[config.mk]
export PLATFORM = sky130hd
export DESIGN_NAME = range_expression_parser_top
export DESIGN_NICKNAME = d
export VERILOG_FILES = /design/src/rtl/rep_pkg.sv /design/src/rtl/rep_core.sv /design/src/rtl/range_expression_parser_top.sv
export VERILOG_INCLUDE_DIRS = /design/src /design/src/rtl
export SDC_FILE = /design/constraint.sdc
export NUM_CORES = 1
export LEC_CHECK = 0
export ABC_AREA = 1
export BUFFER_PORTS_ARGS = -buffer_cell sky130_fd_sc_hd__buf_4
export CORE_UTILIZATION = 40
export DETAILED_ROUTE_END_ITERATION = 16
export GPL_ROUTABILITY_DRIVEN = 0
export PLACE_DENSITY = 0.67
export SKIP_LAST_GASP = 1
export SYNTH_ARGS = -nofsm -noshare
export SYNTH_HDL_FRONTEND = slang
export SYNTH_SLANG_ARGS = --single-unit
[constraint.sdc]
create_clock -name clk_i -period 5.95 [get_ports clk_i]
set_input_delay 1.19 -clock clk_i [delete_from_list [all_inputs] [get_ports clk_i]]
set_output_delay 1.19 -clock clk_i [all_outputs]
set_load 0.02 [all_outputs]
[src/rtl/range_expression_parser_top_assert.svh]
// Assertion macros for the range expression parser.
// Each macro expects clk_i and rst_ni in the scope where it is used.
`ifndef RANGE_EXPRESSION_PARSER_TOP_ASSERT_SVH
`define RANGE_EXPRESSION_PARSER_TOP_ASSERT_SVH

// Consequent must hold in the same cycle as the antecedent.
`define REP_ASSERT_NOW(label, ante, cons, msg) \
  label: assert property (@(posedge clk_i) disable iff (!rst_ni) (ante) |-> (cons)) \
    else $error(msg);

// Consequent must hold in the cycle after the antecedent.
`define REP_ASSERT_NEXT(label, ante, cons, msg) \
  label: assert property (@(posedge clk_i) disable iff (!rst_ni) (ante) |=> (cons)) \
    else $error(msg);

`endif

[src/rtl/rep_pkg.sv]
// Shared constants and types for the range expression parser.
// No dependencies; used by rep_core and range_expression_parser_top.
package rep_pkg;

  localparam int unsigned MAX_LEN    = 4096;
  localparam int unsigned POS_W      = $clog2(MAX_LEN) + 1;
  localparam int unsigned VALUE_BITS = 32;
  localparam int unsigned CHAR_W     = 8;
  localparam int unsigned CFG_IDX_W  = 3;

  // Configuration register indexes.
  localparam logic [CFG_IDX_W-1:0] CFG_RANGE      = 3'd0;
  localparam logic [CFG_IDX_W-1:0] CFG_NEXT_RANGE = 3'd1;
  localparam logic [CFG_IDX_W-1:0] CFG_STEP_OPEN  = 3'd2;
  localparam logic [CFG_IDX_W-1:0] CFG_STEP_CLOSE = 3'd3;
  localparam logic [CFG_IDX_W-1:0] CFG_SKIP_OPEN  = 3'd4;
  localparam logic [CFG_IDX_W-1:0] CFG_SKIP_CLOSE = 3'd5;

  typedef struct packed {
    logic [CHAR_W-1:0] range_char;
    logic [CHAR_W-1:0] next_range_char;
    logic [CHAR_W-1:0] step_open_char;
    logic [CHAR_W-1:0] step_close_char;
    logic [CHAR_W-1:0] skip_open_char;
    logic [CHAR_W-1:0] skip_close_char;
  } rep_cfg_t;

  localparam rep_cfg_t CFG_RESET = '{
    range_char:      8'd45,
    next_range_char: 8'd44,
    step_open_char:  8'd91,
    step_close_char: 8'd93,
    skip_open_char:  8'd123,
    skip_close_char: 8'd125
  };

  typedef struct packed {
    logic                  parse_ok;
    logic [POS_W-1:0]      fail_pos;
    logic [VALUE_BITS-1:0] first_value;
    logic [VALUE_BITS-1:0] last_value;
    logic [VALUE_BITS-1:0] step_value;
    logic                  has_end;
    logic                  has_step;
    logic                  has_skip;
    logic [POS_W-1:0]      skip_offset;
    logic [POS_W-1:0]      skip_length;
    logic [POS_W-1:0]      matched_length;
  } rep_result_t;

endpackage

[src/rtl/rep_core.sv]
// Parser state and per-character next-state logic of the range expression parser.
// Depends on rep_pkg.
module rep_core (
  input  logic                    clk_i,
  input  logic                    rst_ni,
  input  logic                    take_i,
  input  logic [7:0]              char_code_i,
  input  logic                    is_last_i,
  input  rep_pkg::rep_cfg_t       cfg_i,
  output rep_pkg::rep_result_t    res_o
);
  import rep_pkg::*;

  typedef enum logic [3:0] {
    PH_FIRST      = 4'd0,
    PH_START      = 4'd1,
    PH_END_FIRST  = 4'd2,
    PH_END        = 4'd3,
    PH_STEP_FIRST = 4'd4,
    PH_STEP       = 4'd5,
    PH_AFTER_STEP = 4'd6,
    PH_SKIP       = 4'd7,
    PH_OK         = 4'd8,
    PH_FAIL       = 4'd9
  } phase_e;

  typedef struct packed {
    phase_e                phase;
    logic [VALUE_BITS-1:0] start_acc;
    logic [VALUE_BITS-1:0] end_acc;
    logic [VALUE_BITS-1:0] step_acc;
    logic [POS_W-1:0]      depth;
    logic [POS_W-1:0]      skip_start;
    logic [POS_W-1:0]      skip_len;
    logic [POS_W-1:0]      stop_pos;
    logic                  has_end;
    logic                  has_step;
    logic                  has_skip;
  } pstate_t;

  localparam pstate_t ST_CLEAR = '{
    phase:      PH_FIRST,
    start_acc:  '0,
    end_acc:    '0,
    step_acc:   '0,
    depth:      '0,
    skip_start: '0,
    skip_len:   '0,
    stop_pos:   '0,
    has_end:    1'b0,
    has_step:   1'b0,
    has_skip:   1'b0
  };

  // acc * 10 + d, saturating at the all-ones value.
  function automatic logic [VALUE_BITS-1:0] acc_digit(input logic [VALUE_BITS-1:0] acc,
                                                      input logic [3:0] d);
    logic [VALUE_BITS+3:0] prod;
    prod = ({4'b0, acc} << 3) + ({4'b0, acc} << 1) + {{VALUE_BITS{1'b0}}, d};
    if (prod[VALUE_BITS+3:VALUE_BITS] != 4'b0) begin
      return {VALUE_BITS{1'b1}};
    end
    return prod[VALUE_BITS-1:0];
  endfunction

  // One parser step. The end of the string is fed in as a virtual NUL.
  function automatic pstate_t take(input pstate_t s, input logic [7:0] c,
                                   input logic [POS_W-1:0] p, input logic virt,
                                   input logic [VALUE_BITS-1:0] mac, input rep_cfg_t cfg);
    pstate_t                n;
    logic                   dig;
    logic [POS_W-1:0]       p1;
    logic [VALUE_BITS-1:0]  d0;
    n   = s;
    dig = !virt && (c >= 8'd48) && (c <= 8'd57);
    p1  = p + 1'b1;
    d0  = VALUE_BITS'(c[3:0]);
    unique case (s.phase)
      PH_FIRST: begin
        if (dig) begin
          n.start_acc = d0;
          n.phase     = PH_START;
        end else begin
          n.phase    = PH_FAIL;
          n.stop_pos = '0;
        end
      end
      PH_START: begin
        if (dig) begin
          n.start_acc = mac;
        end else if (virt) begin
          n.phase = PH_OK;  n.stop_pos = p;
        end else if (c == cfg.range_char) begin
          n.phase = PH_END_FIRST;
        end else if (c == cfg.next_range_char) begin
          n.phase = PH_OK;  n.stop_pos = p;
        end else begin
          n.phase = PH_FAIL;  n.stop_pos = p;
        end
      end
      PH_END_FIRST: begin
        if (dig) begin
          n.end_acc = d0;
          n.has_end = 1'b1;
          n.phase   = PH_END;
        end else begin
          n.phase = PH_FAIL;  n.stop_pos = p;
        end
      end
      PH_END: begin
        if (dig) begin
          n.end_acc = mac;
        end else if (virt) begin
          n.phase = PH_OK;  n.stop_pos = p;
        end else if (c == cfg.step_open_char) begin
          n.phase = PH_STEP_FIRST;
        end else if (c == cfg.skip_open_char) begin
          n.skip_start = p1;
          n.depth      = '0;
          n.phase      = PH_SKIP;
        end else begin
          n.phase = PH_OK;  n.stop_pos = p;
        end
      end
      PH_STEP_FIRST: begin
        if (dig) begin
          n.step_acc = d0;
          n.phase    = PH_STEP;
        end else begin
          n.phase = PH_FAIL;  n.stop_pos = p;
        end
      end
      PH_STEP: begin
        if (dig) begin
          n.step_acc = mac;
        end else if (c == cfg.step_close_char) begin
          n.has_step = 1'b1;
          if (virt) begin
            n.phase = PH_OK;  n.stop_pos = p1;
          end else begin
            n.phase = PH_AFTER_STEP;
          end
        end else begin
          n.phase = PH_FAIL;  n.stop_pos = p;
        end
      end
      PH_AFTER_STEP: begin
        if (!virt && (c == cfg.skip_open_char)) begin
          n.skip_start = p1;
          n.depth      = '0;
          n.phase      = PH_SKIP;
        end else begin
          n.phase = PH_OK;  n.stop_pos = p;
        end
      end
      PH_SKIP: begin
        if (!virt && (c == cfg.skip_open_char)) begin
          if (s.depth < POS_W'(MAX_LEN)) begin
            n.depth = s.depth + 1'b1;
          end
        end else if (c == cfg.skip_close_char) begin
          if (!virt && (s.depth != '0)) begin
            n.depth = s.depth - 1'b1;
          end else begin
            n.skip_len = (p >= s.skip_start) ? (p - s.skip_start) : '0;
            n.has_skip = 1'b1;
            n.phase    = PH_OK;
            n.stop_pos = p1;
          end
        end else if (virt) begin
          n.phase = PH_FAIL;  n.stop_pos = p;
        end
      end
      default: begin
        // Decision made: later characters are ignored.
      end
    endcase
    return n;
  endfunction

  pstate_t               st_q, st_real, st_end;
  logic [POS_W-1:0]      pos_q, pos_inc;
  logic [VALUE_BITS-1:0] acc_sel, mac;
  logic                  ok;

  // One shared multiply-by-ten: only the accumulator of the current phase grows.
  always_comb begin
    case (st_q.phase)
      PH_END:  acc_sel = st_q.end_acc;
      PH_STEP: acc_sel = st_q.step_acc;
      default: acc_sel = st_q.start_acc;
    endcase
    mac     = acc_digit(acc_sel, char_code_i[3:0]);
    pos_inc = (pos_q < POS_W'(MAX_LEN)) ? (pos_q + 1'b1) : pos_q;
    st_real = take(st_q, char_code_i, pos_q, 1'b0, mac, cfg_i);
    st_end  = take(st_real, 8'd0, pos_inc, 1'b1, mac, cfg_i);
  end

  assign ok = (st_end.phase == PH_OK);

  always_comb begin
    res_o.parse_ok       = ok;
    res_o.fail_pos       = ok ? '0 : st_end.stop_pos;
    res_o.first_value    = st_end.start_acc;
    res_o.last_value     = st_end.has_end ? st_end.end_acc : '0;
    res_o.step_value     = st_end.has_step ? st_end.step_acc : '0;
    res_o.has_end        = st_end.has_end;
    res_o.has_step       = st_end.has_step;
    res_o.has_skip       = st_end.has_skip;
    res_o.skip_offset    = st_end.has_skip ? st_end.skip_start : '0;
    res_o.skip_length    = st_end.has_skip ? st_end.skip_len : '0;
    res_o.matched_length = ok ? st_end.stop_pos : '0;
  end

  always_ff @(posedge clk_i or negedge rst_ni) begin
    if (!rst_ni) begin
      st_q  <= ST_CLEAR;
      pos_q <= '0;
    end else if (take_i) begin
      if (is_last_i) begin
        st_q  <= ST_CLEAR;
        pos_q <= '0;
      end else begin
        st_q  <= st_real;
        pos_q <= pos_inc;
      end
    end
  end

endmodule

[src/rtl/range_expression_parser_top.sv]
// Top level of the range expression parser: configuration registers,
// result register and handshakes. Depends on rep_pkg, rep_core and the assertion header.
//
// Usage: the string start[-end[[inc]][{exclude}]] is sent one character per
// item on the input channel (char_code_i, is_last_i) with valid/ready. The
// separator and bracket characters come from six 8-bit registers written
// through cfg_we_i / cfg_idx_i / cfg_wdata_i while the block is idle.
// Throughput is one character per cycle. Each character is folded into the
// parser state in the cycle it is accepted; the multiply-by-ten of the
// decimal accumulators sits in that same cycle. When the item that carries
// is_last is accepted, the end-of-string step is evaluated as well and the
// result item appears on the output channel in the next cycle.
// The result waits in a single output register. While it waits, characters
// that are not the last one keep being accepted; only a last item stalls
// (in_ready_o low) until the receiver takes the pending result.
// Reset clears the parser, empties the output register and restores the
// default characters '-', ',', '[', ']', '{' and '}'. No clearing pass is needed.
`include "range_expression_parser_top_assert.svh"

module range_expression_parser_top (
  input  logic                             clk_i,
  input  logic                             rst_ni,
  input  logic                             cfg_we_i,
  input  logic [rep_pkg::CFG_IDX_W-1:0]    cfg_idx_i,
  input  logic [rep_pkg::CHAR_W-1:0]       cfg_wdata_i,
  input  logic                             in_valid_i,
  output logic                             in_ready_o,
  input  logic [rep_pkg::CHAR_W-1:0]       char_code_i,
  input  logic                             is_last_i,
  output logic                             out_valid_o,
  input  logic                             out_ready_i,
  output logic                             parse_ok_o,
  output logic [rep_pkg::POS_W-1:0]        fail_pos_o,
  output logic [rep_pkg::VALUE_BITS-1:0]   first_value_o,
  output logic [rep_pkg::VALUE_BITS-1:0]   last_value_o,
  output logic [rep_pkg::VALUE_BITS-1:0]   step_value_o,
  output logic                             has_end_o,
  output logic                             has_step_o,
  output logic                             has_skip_o,
  output logic [rep_pkg::POS_W-1:0]        skip_offset_o,
  output logic [rep_pkg::POS_W-1:0]        skip_length_o,
  output logic [rep_pkg::POS_W-1:0]        matched_length_o
);
  import rep_pkg::*;

  rep_cfg_t    cfg_q;
  rep_result_t res_d, res_q;
  logic        out_valid_q;
  logic        in_fire;

  // Configuration writes; indexes past the list are dropped.
  always_ff @(posedge clk_i or negedge rst_ni) begin
    if (!rst_ni) begin
      cfg_q <= CFG_RESET;
    end else if (cfg_we_i) begin
      unique case (cfg_idx_i)
        CFG_RANGE:      cfg_q.range_char      <= cfg_wdata_i;
        CFG_NEXT_RANGE: cfg_q.next_range_char <= cfg_wdata_i;
        CFG_STEP_OPEN:  cfg_q.step_open_char  <= cfg_wdata_i;
        CFG_STEP_CLOSE: cfg_q.step_close_char <= cfg_wdata_i;
        CFG_SKIP_OPEN:  cfg_q.skip_open_char  <= cfg_wdata_i;
        CFG_SKIP_CLOSE: cfg_q.skip_close_char <= cfg_wdata_i;
        default: begin
        end
      endcase
    end
  end

  // Only a last character needs room in the output register.
  assign in_ready_o = !out_valid_q || out_ready_i || !is_last_i;
  assign in_fire    = in_valid_i && in_ready_o;

  rep_core u_core (
    .clk_i       (clk_i),
    .rst_ni      (rst_ni),
    .take_i      (in_fire),
    .char_code_i (char_code_i),
    .is_last_i   (is_last_i),
    .cfg_i       (cfg_q),
    .res_o       (res_d)
  );

  always_ff @(posedge clk_i or negedge rst_ni) begin
    if (!rst_ni) begin
      out_valid_q <= 1'b0;
    end else if (in_fire && is_last_i) begin
      out_valid_q <= 1'b1;
    end else if (out_ready_i) begin
      out_valid_q <= 1'b0;
    end
  end

  // Result payload: loaded only when a string completes.
  always_ff @(posedge clk_i) begin
    if (in_fire && is_last_i) begin
      res_q <= res_d;
    end
  end

  assign out_valid_o      = out_valid_q;
  assign parse_ok_o       = res_q.parse_ok;
  assign fail_pos_o       = res_q.fail_pos;
  assign first_value_o    = res_q.first_value;
  assign last_value_o     = res_q.last_value;
  assign step_value_o     = res_q.step_value;
  assign has_end_o        = res_q.has_end;
  assign has_step_o       = res_q.has_step;
  assign has_skip_o       = res_q.has_skip;
  assign skip_offset_o    = res_q.skip_offset;
  assign skip_length_o    = res_q.skip_length;
  assign matched_length_o = res_q.matched_length;

  // The input stalls only for a last character behind an untaken result.
  `REP_ASSERT_NOW(a_stall_cause, !in_ready_o, out_valid_q && !out_ready_i && is_last_i, "input stalled without a pending result")
  // A completed string always produces a result in the next cycle.
  `REP_ASSERT_NEXT(a_result_follows, in_fire && is_last_i, out_valid_o, "missing result after last character")
  // A success never reports a failing position, and a failure matches nothing.
  `REP_ASSERT_NOW(a_ok_fields, out_valid_o, parse_ok_o ? (fail_pos_o == '0) : (matched_length_o == '0), "inconsistent success fields")
  // An increment part only exists after an end value.
  `REP_ASSERT_NOW(a_step_needs_end, out_valid_o && has_step_o, has_end_o, "step found without end")
  // Without an exclude part its offset and length stay zero.
  `REP_ASSERT_NOW(a_skip_fields, out_valid_o && !has_skip_o, (skip_offset_o == '0) && (skip_length_o == '0), "exclude fields set without exclude part")

endmodule
==> results of run 1 <==
==> stage by stage <==
| step | area [um2] | setup slack (ns) | util |
|---|---|---|---|
| final | 27050 | 0.5656 | 0.4662 |
| after global routing | 27050 | 0.2005 | 0.4662 |
| after CTS | 27050 | 0.6377 | 0.4662 |
| after detailed placement | 25680 | 0.6624 | 0.4426 |
| after global placement | 25680 | 0.7685 | 0.4426 |
| after floorplan | 23630 | 0.4310 | - |
==> sequential cells by signal, indices dropped and copies added (netlist names) <==
name	count
has_step_o	1
u_core.st_q	155
skip_offset_o	13
first_value_o	32
has_skip_o	1
step_value_o	32
u_core.pos_q	13
skip_length_o	13
matched_length_o	13
last_value_o	32
cfg_q	48
out_valid_o	1
fail_pos_o	13
has_end_o	1
parse_ok_o	1
==> path summary, 6_finish.rpt <==
| kind | from | endpoint | slack, ns |
|---|---|---|---|
| max reg2reg | u_core.st_q[154] | last_value_o[22] | 0.57 |
| max in group asynchronous | rst_ni | u_core.st_q[119] | 4.17 |
| min in group asynchronous | rst_ni | u_core.st_q[23] | 0.56 |
| min reg2reg | u_core.st_q[11] | u_core.st_q[11] | 0.48 |
| max | u_core.st_q[154] | last_value_o[22] | 0.57 |
| min | u_core.st_q[11] | u_core.st_q[11] | 0.48 |
==> power by group through the flow <==
stage	combinational [uW]	clock, uW	sequential (uW)
2_1_floorplan	1070	0	3070
3_3_place_gp	1660	0	3020
3_5_place_dp	1660	0	3020
4_1_cts	1670	2680	2980
5_1_grt	1860	2780	2990
6_report	1680	2630	2980
==> metal layers <==
layer | vias up | global-route usage | share of wire
met5 | - | 0 | 0.00027
met3 | 105 | 0.03871 | 0.075
met1 | 10114 | 0.3434 | 0.46
met2 | 843 | 0.3612 | 0.44
li1 | 10506 | - | -
met4 | 2 | 0.06875 | 0.024
==> cells in the final DEF (no fill, tap or decap), drive strengths merged, types with 4 or more instances in the layout <==
cell type | netlist | routed
a21o | 5 | 5
clkinv | 2 | 21
edfxtp | 152 | 152
nor2 | 269 | 269
inv | 333 | 333
o21ai | 298 | 298
o211ai | 8 | 8
xnor2 | 38 | 38
a22o | 6 | 6
bufinv | 0 | 4
a2bb2oi | 4 | 4
nor3 | 23 | 23
ha | 105 | 105
dfstp | 29 | 29
nor4 | 9 | 9
xor2 | 45 | 45
nand2 | 942 | 942
dfrtp | 188 | 188
and2 | 44 | 44
fa | 5 | 5
o22ai | 49 | 49
clkbuf | 86 | 51
nand4 | 19 | 19
nand3 | 125 | 125
a21oi | 214 | 214
o21a | 4 | 4
o221ai | 36 | 36
buf | 36 | 210
a22oi | 5 | 5
==> worst max-delay path, stage by stage, from the launching register on <==
cell,delay [ns]
sky130_fd_sc_hd__dfrtp_1,0.52
sky130_fd_sc_hd__inv_4,0.13
sky130_fd_sc_hd__nand2_4,0.11
sky130_fd_sc_hd__nor2_4,0.04
sky130_fd_sc_hd__nand2_2,0.07
sky130_fd_sc_hd__buf_4,0.57
sky130_fd_sc_hd__o221ai_1,0.29
sky130_fd_sc_hd__fa_1,0.59
sky130_fd_sc_hd__inv_1,0.06
sky130_fd_sc_hd__fa_1,0.41
sky130_fd_sc_hd__o21ai_2,0.21
sky130_fd_sc_hd__a21oi_1,0.15
sky130_fd_sc_hd__o21ai_2,0.27
sky130_fd_sc_hd__nand4_1,0.16
sky130_fd_sc_hd__nand3_1,0.12
sky130_fd_sc_hd__nand2_1,0.09
sky130_fd_sc_hd__nor2_4,0.44
sky130_fd_sc_hd__buf_4,0.36
sky130_fd_sc_hd__nand3_1,0.17
sky130_fd_sc_hd__nand2_1,0.09
sky130_fd_sc_hd__o21ai_1,0.07
sky130_fd_sc_hd__and2_1,0.15
==> kinds of logic (layout without fill, tap and decap cells) <==
| logic type | after synthesis | count (layout) | share of synthesized area |
|---|---|---|---|
| compound gates | 644 | 644 | 0.1520 |
| flops | 369 | 369 | 0.4246 |
| simple gates | 1437 | 1437 | 0.2552 |
| buf+inv | 457 | 622 | 0.07769 |
| fa+ha+maj | 110 | 110 | 0.05984 |
| xor+xnor | 83 | 83 | 0.03077 |
==> area by class of cell <==
cell class,instances,area [um2]
Inverter,335,1271
Timing Repair Buffer,210,1647
Clock inverter,26,240.2
Tap cell,765,957.2
Fill cell,5700,30980
Multi-Input combinational cell,2274,11780
Sequential cell,369,10030
Clock buffer,51,1126
==> implementation parameters, run 1 <==
Parameter                              Value

Die
  Number of core rows    between 80 and 90
  Core Area    58030 um2
  Top-level I/O count    179
  Die outline area    about 60000 um2
  Chip height    ~250 um
  Initial core utilization    0.4072
  Width of the die    245.0 um

STA
  Count of pins over their slew limit    0
  Peak clock frequency supported by timing    185.7 MHz
  RSZ-0062 raised after global routing    false
  Final setup violating endpoints    0
  Final hold violations    0
  Hold WS    ~0.48 ns
  Clock skew after layout    ~0.035 ns
  Worst rel slew slack    0.2941
  Slew at the pin closest to its max-slew limit    ~1.1 ns
  Part of the cycle the worst path needs    0.9049
  Total negative slack for setup checks    0 ns
  Post-route minimum period    between 5 and 6 ns

Critical path
  Data arrival at the endpoint of the critical path    around 5.7 ns
  Kind of critical path    reg -> reg
  Worst-case reg-to-reg path depth    21
  Crit. End Element    register
  Startpoint kind of the worst setup timing path    register
  Critical path fanouts, max    between 60 and 70
  Critical Path RT    6.27 ns

Finish
  Fraction of final layout cells with drive strength greater than 1    0.1204
  Layout Area Growth over Synthesis    14.49%
  Layout Nets    about 3400
  Antenna Cells    0
  Post-route non-filler standard cell count    approximately 4000

Clocking
  Maximum buffer depth of the clock tree    3
  Gates resized, CTS repair    0
  Root buffer selected by CTS    sky130_fd_sc_hd__clkbuf_16
  CTS Sinks    about 370
  Post-CTS Setup Repair Bufs    0
  CTS Hold Bufs    0
  Number of buffers created by CTS    between 40 and 50
  Clock transition at the registers of the reported paths    approximately 0.07 ns
  CTS tree    yes
  CTS HTree Levels    2
  Clock Latency Late Sink    roughly 0.59 ns

Hold path
  WHS Path Cells    1
  Hold Path Class    reg -> reg

Flow run
  Number of max-cap violations    0

Power
  Register share of total power    0.408
  Net Sw Frac    0.3294
  Final total power    between 7000 and 8000 uW
  P_leak    between 0.01 and 0.015 uW
  Switching component of the power    2401 uW
  Combinational share of power    0.231
  Proportion of power drawn by the clock network    0.361
  Power per cell area    between 200 and 300 nW/um2
  Max rail drop VDD    about 0.17 mV
  P_int    between 4000 and 5000 uW

Drt
  DRC violation count after routing    0
  Number of antenna-violating nets in the routed design    0
  Detailed-route wire length per cell    ~18 um
  Number of search-and-repair iterations in the first detailed-routing pass    5
  Count of vias placed by the detailed router    approximately 22000
  DR iter-0 viols    between 2000 and 2500
  Vias per cell    5.352
  WL final    71.34 mm

Synth
  Post-synthesis register bit count    about 370
  Count of mapped cells out of synthesis    3100
  Net Count, Synth    roughly 3200
  Ys flop type    sky130_fd_sc_hd__dfrtp_1
  Count of different cell masters after synthesis    between 50 and 60
  Area fraction of the dominant cell type after synthesis    0.1991
  Synth async-reset ratio    0.5881
  Commonest cells post-synth    930 x sky130_fd_sc_hd__nand2_1, 306 x sky130_fd_sc_hd__inv_1, 252 x sky130_fd_sc_hd__nor2_1
  Sequential fraction of the synthesis area    0.4246
  Syn. warnings    0
  Area leader, netlist    sky130_fd_sc_hd__dfrtp_1
  Most common cell in the netlist    sky130_fd_sc_hd__nand2_1
  Cells taking the most area after synthesis    sky130_fd_sc_hd__dfrtp_1 20%, sky130_fd_sc_hd__edfxtp_1 19%, sky130_fd_sc_hd__nand2_1 15%
  Post-synth EDFFs    about 150
  Average cell area after synthesis    around 7.6 um2
  Netlist Area Pre-Place    between 20000 and 25000 um2

Global routing
  Global-route wire length before repair    about 110 mm
  Gr usage total    0.2369
  Via count of the first global-routing pass    between 15000 and 20000
  Maximum number of pins on one net before global-route repair    95
  Antenna violations before repair    1
  Residual overflow from global routing    0

Placed design
  Count of placed standard cells including taps    roughly 4000
  HPWL reported at the end of detailed placement    49.44 mm
  Port Buffers    178

Outcome
  Result of the run    finished clean
(Power assumes the default switching activity.)
==> run 2, diff against run 1 <==
- CORE_UTILIZATION: 40 -> 45
- PLACE_DENSITY: 0.67 -> 0.73
==> run 2 against run 1 <==
Clock-buffer cell count up 17; first-iteration DRC count increased by 6.4%; via count is 0.71% higher; cell count down 2.0%; cell area decreased by 0.57%; sequential power about the same; largest power group unchanged; highest routed layer is now met4.
==> implementation parameters, run 2 (synthesized netlist as in run 1, its figures left out) <==
Parameter                              Value

Placed design
  Minimum setup slack after placement    between 0.7 and 0.8 ns
  Port Buffers    178
  HPWL reported at the end of detailed placement    between 40 and 50 mm

STA
  Count of pins over their slew limit    0
  Final setup violating endpoints    0
  Part of the cycle the worst path needs    0.8854
  Peak clock frequency supported by timing    approximately 190 MHz
  Worst rel slew slack    0.3616
  Post-route minimum period    ~5.3 ns
  Slew at the pin closest to its max-slew limit    0.9576 ns
  Hold WS    between 0.4 and 0.5 ns
  Final hold violations    0
  Clock skew after layout    0.01907 ns
  RSZ-0062 raised after global routing    false
  Post-route worst setup slack    0.6816 ns
  Total negative slack for setup checks    0 ns

Clocking
  CTS tree    yes
  CTS HTree Levels    2
  Clock Latency Late Sink    a little under 0.6 ns
  Maximum buffer depth of the clock tree    3
  Gates resized, CTS repair    0
  Clock transition at the registers of the reported paths    around 0.060 ns
  Post-CTS Setup Repair Bufs    0
  Number of buffers created by CTS    between 40 and 50
  CTS Hold Bufs    0
  CTS Sinks    369
  Root buffer selected by CTS    sky130_fd_sc_hd__clkbuf_16

Critical path
  Startpoint kind of the worst setup timing path    register
  Capture point of the worst reg-to-reg path    step_value_o[24]
  Data arrival at the endpoint of the critical path    between 5 and 6 ns
  Critical path fanouts, max    19
  Worst-case reg-to-reg path depth    24
  Crit. End Element    register
  Critical Path RT    approximately 6.3 ns
  Kind of critical path    reg -> reg
  Register-to-register setup slack    around 0.68 ns
  Beginning of the worst register-to-register path    u_core.st_q[154]

Power
  Final total power    7172 uW
  Proportion of power drawn by the clock network    0.350
  Power per cell area    266.7 nW/um2
  Combinational share of power    0.235
  P_leak    0.01235 uW
  Max rail drop VDD    around 0.19 mV
  Net Sw Frac    0.3295
  Switching component of the power    approximately 2400 uW
  Register share of total power    0.415
  P_int    4809 uW

Global routing
  Maximum number of pins on one net before global-route repair    88
  Via count of the first global-routing pass    around 20000
  Gr usage total    0.2604
  Residual overflow from global routing    0
  Global-route wire length before repair    approximately 110 mm
  Antenna violations before repair    0

Drt
  Number of antenna-violating nets in the routed design    0
  Number of search-and-repair iterations in the first detailed-routing pass    5
  Count of vias placed by the detailed router    around 22000
  DR iter-0 viols    between 2000 and 2500
  WL final    between 60 and 70 mm
  Detailed-route wire length per cell    17.60 um
  DRC violation count after routing    0
  Vias per cell    between 5 and 6

Die
  Core Area    between 50000 and 60000 um2
  Top-level I/O count    179
  Die outline area    53420 um2
  Width of the die    between 200 and 250 um
  Number of core rows    83
  Chip height    231.1 um
  Initial core utilization    0.4578

Outcome
  Result of the run    finished clean

Finish
  Commonest cells after routing, fill and taps aside    929 x sky130_fd_sc_hd__nand2_1, 304 x sky130_fd_sc_hd__inv_1, 251 x sky130_fd_sc_hd__nor2_1
  Most common cell after layout, fill and taps aside    sky130_fd_sc_hd__nand2_1
  Flip-flop count of the largest register after layout    155
  Fraction of final layout cells with drive strength greater than 1    0.1203
  Most flops, register    u_core.st_q
  Layout Area Growth over Synthesis    13.84%
  Biggest registers after layout    u_core.st_q x155, cfg_q x48
  Layout Nets    ~3400
  Antenna Cells    0

Hold path
  Worst min-delay path startpoint    u_core.st_q[5]
  WHS Path Cells    1
  Worst Hold Endpoint    u_core.st_q[5]
  Hold Path Class    reg -> reg

Flow run
  Number of max-cap violations    0
run 2: worst max-delay path by stage:
stage / start / to / slack, ns / cells after the start
5_1_grt: u_core.st_q[154] / step_value_o[22] / 0.35 / 24
4_1_cts: u_core.st_q[154] / step_value_o[24] / 0.70 / 24
2_1_floorplan: is_last_i / fail_pos_o[0] / 0.43 / 6
3_5_place_dp: u_core.st_q[154] / step_value_o[24] / 0.72 / 24
3_3_place_gp: char_code_i[1] / skip_length_o[12] / 0.93 / 20
6_report: u_core.st_q[154] / step_value_o[24] / 0.68 / 24
run 2: cell type report:
class | count | area, um2
Clock buffer | 68 | 1260
Clock inverter | 8 | 53.80
Fill cell | 4824 | 24720
Inverter | 335 | 1271
Multi-Input combinational cell | 2274 | 11780
Sequential cell | 369 | 10030
Tap cell | 680 | 850.8
Timing Repair Buffer | 214 | 1652
run 2: metal layers:
metal	vias up	track usage	share of wire
met5	-	0	0
met4	0	0.07492	0.028
met3	132	0.05290	0.092
met2	983	0.3977	0.44
met1	10096	0.3719	0.44
li1	10513	-	-
run 2: power by group through the flow:
stage | sequential [uW] | clock [uW] | combinational (uW)
finish | 2970 | 2510 | 1680
global route | 2990 | 2660 | 1850
CTS | 2970 | 2560 | 1660
detailed placement | 3020 | 0 | 1650
global placement | 3020 | 0 | 1640
floorplan | 3070 | 0 | 1070
run 2: per-stage QoR:
| stage | util | cells | cell area (um2) |
|---|---|---|---|
| final | 0.5211 | 3948 | 26900 |
| after floorplan | - | 3100 | 23630 |
| after CTS | 0.5211 | 3948 | 26900 |
| after global routing | 0.5211 | 3948 | 26900 |
| after global placement | 0.4956 | 3872 | 25580 |
| after detailed placement | 0.4956 | 3872 | 25580 |
run 2: worst max-delay path: stages (launching register included):
cell                       delay, ns
sky130_fd_sc_hd__dfrtp_1        0.48
sky130_fd_sc_hd__inv_4          0.16
sky130_fd_sc_hd__nand2_4        0.08
sky130_fd_sc_hd__nor2_4         0.11
sky130_fd_sc_hd__nand2_2        0.07
sky130_fd_sc_hd__inv_2          0.23
sky130_fd_sc_hd__nor2_2         0.11
sky130_fd_sc_hd__buf_4          0.23
sky130_fd_sc_hd__nand2_1        0.09
sky130_fd_sc_hd__o221ai_1       0.16
sky130_fd_sc_hd__fa_1           0.54
sky130_fd_sc_hd__inv_1          0.06
sky130_fd_sc_hd__fa_1           0.42
sky130_fd_sc_hd__o21ai_2        0.21
sky130_fd_sc_hd__a21oi_1        0.15
sky130_fd_sc_hd__o21ai_2        0.26
sky130_fd_sc_hd__nand4_1        0.15
sky130_fd_sc_hd__nand3_1        0.12
sky130_fd_sc_hd__nand2_1        0.09
sky130_fd_sc_hd__nor2_4         0.38
sky130_fd_sc_hd__buf_4          0.36
sky130_fd_sc_hd__nand3_1        0.19
sky130_fd_sc_hd__nand2_1        0.11
sky130_fd_sc_hd__o21ai_1        0.08
sky130_fd_sc_hd__and2_1         0.17
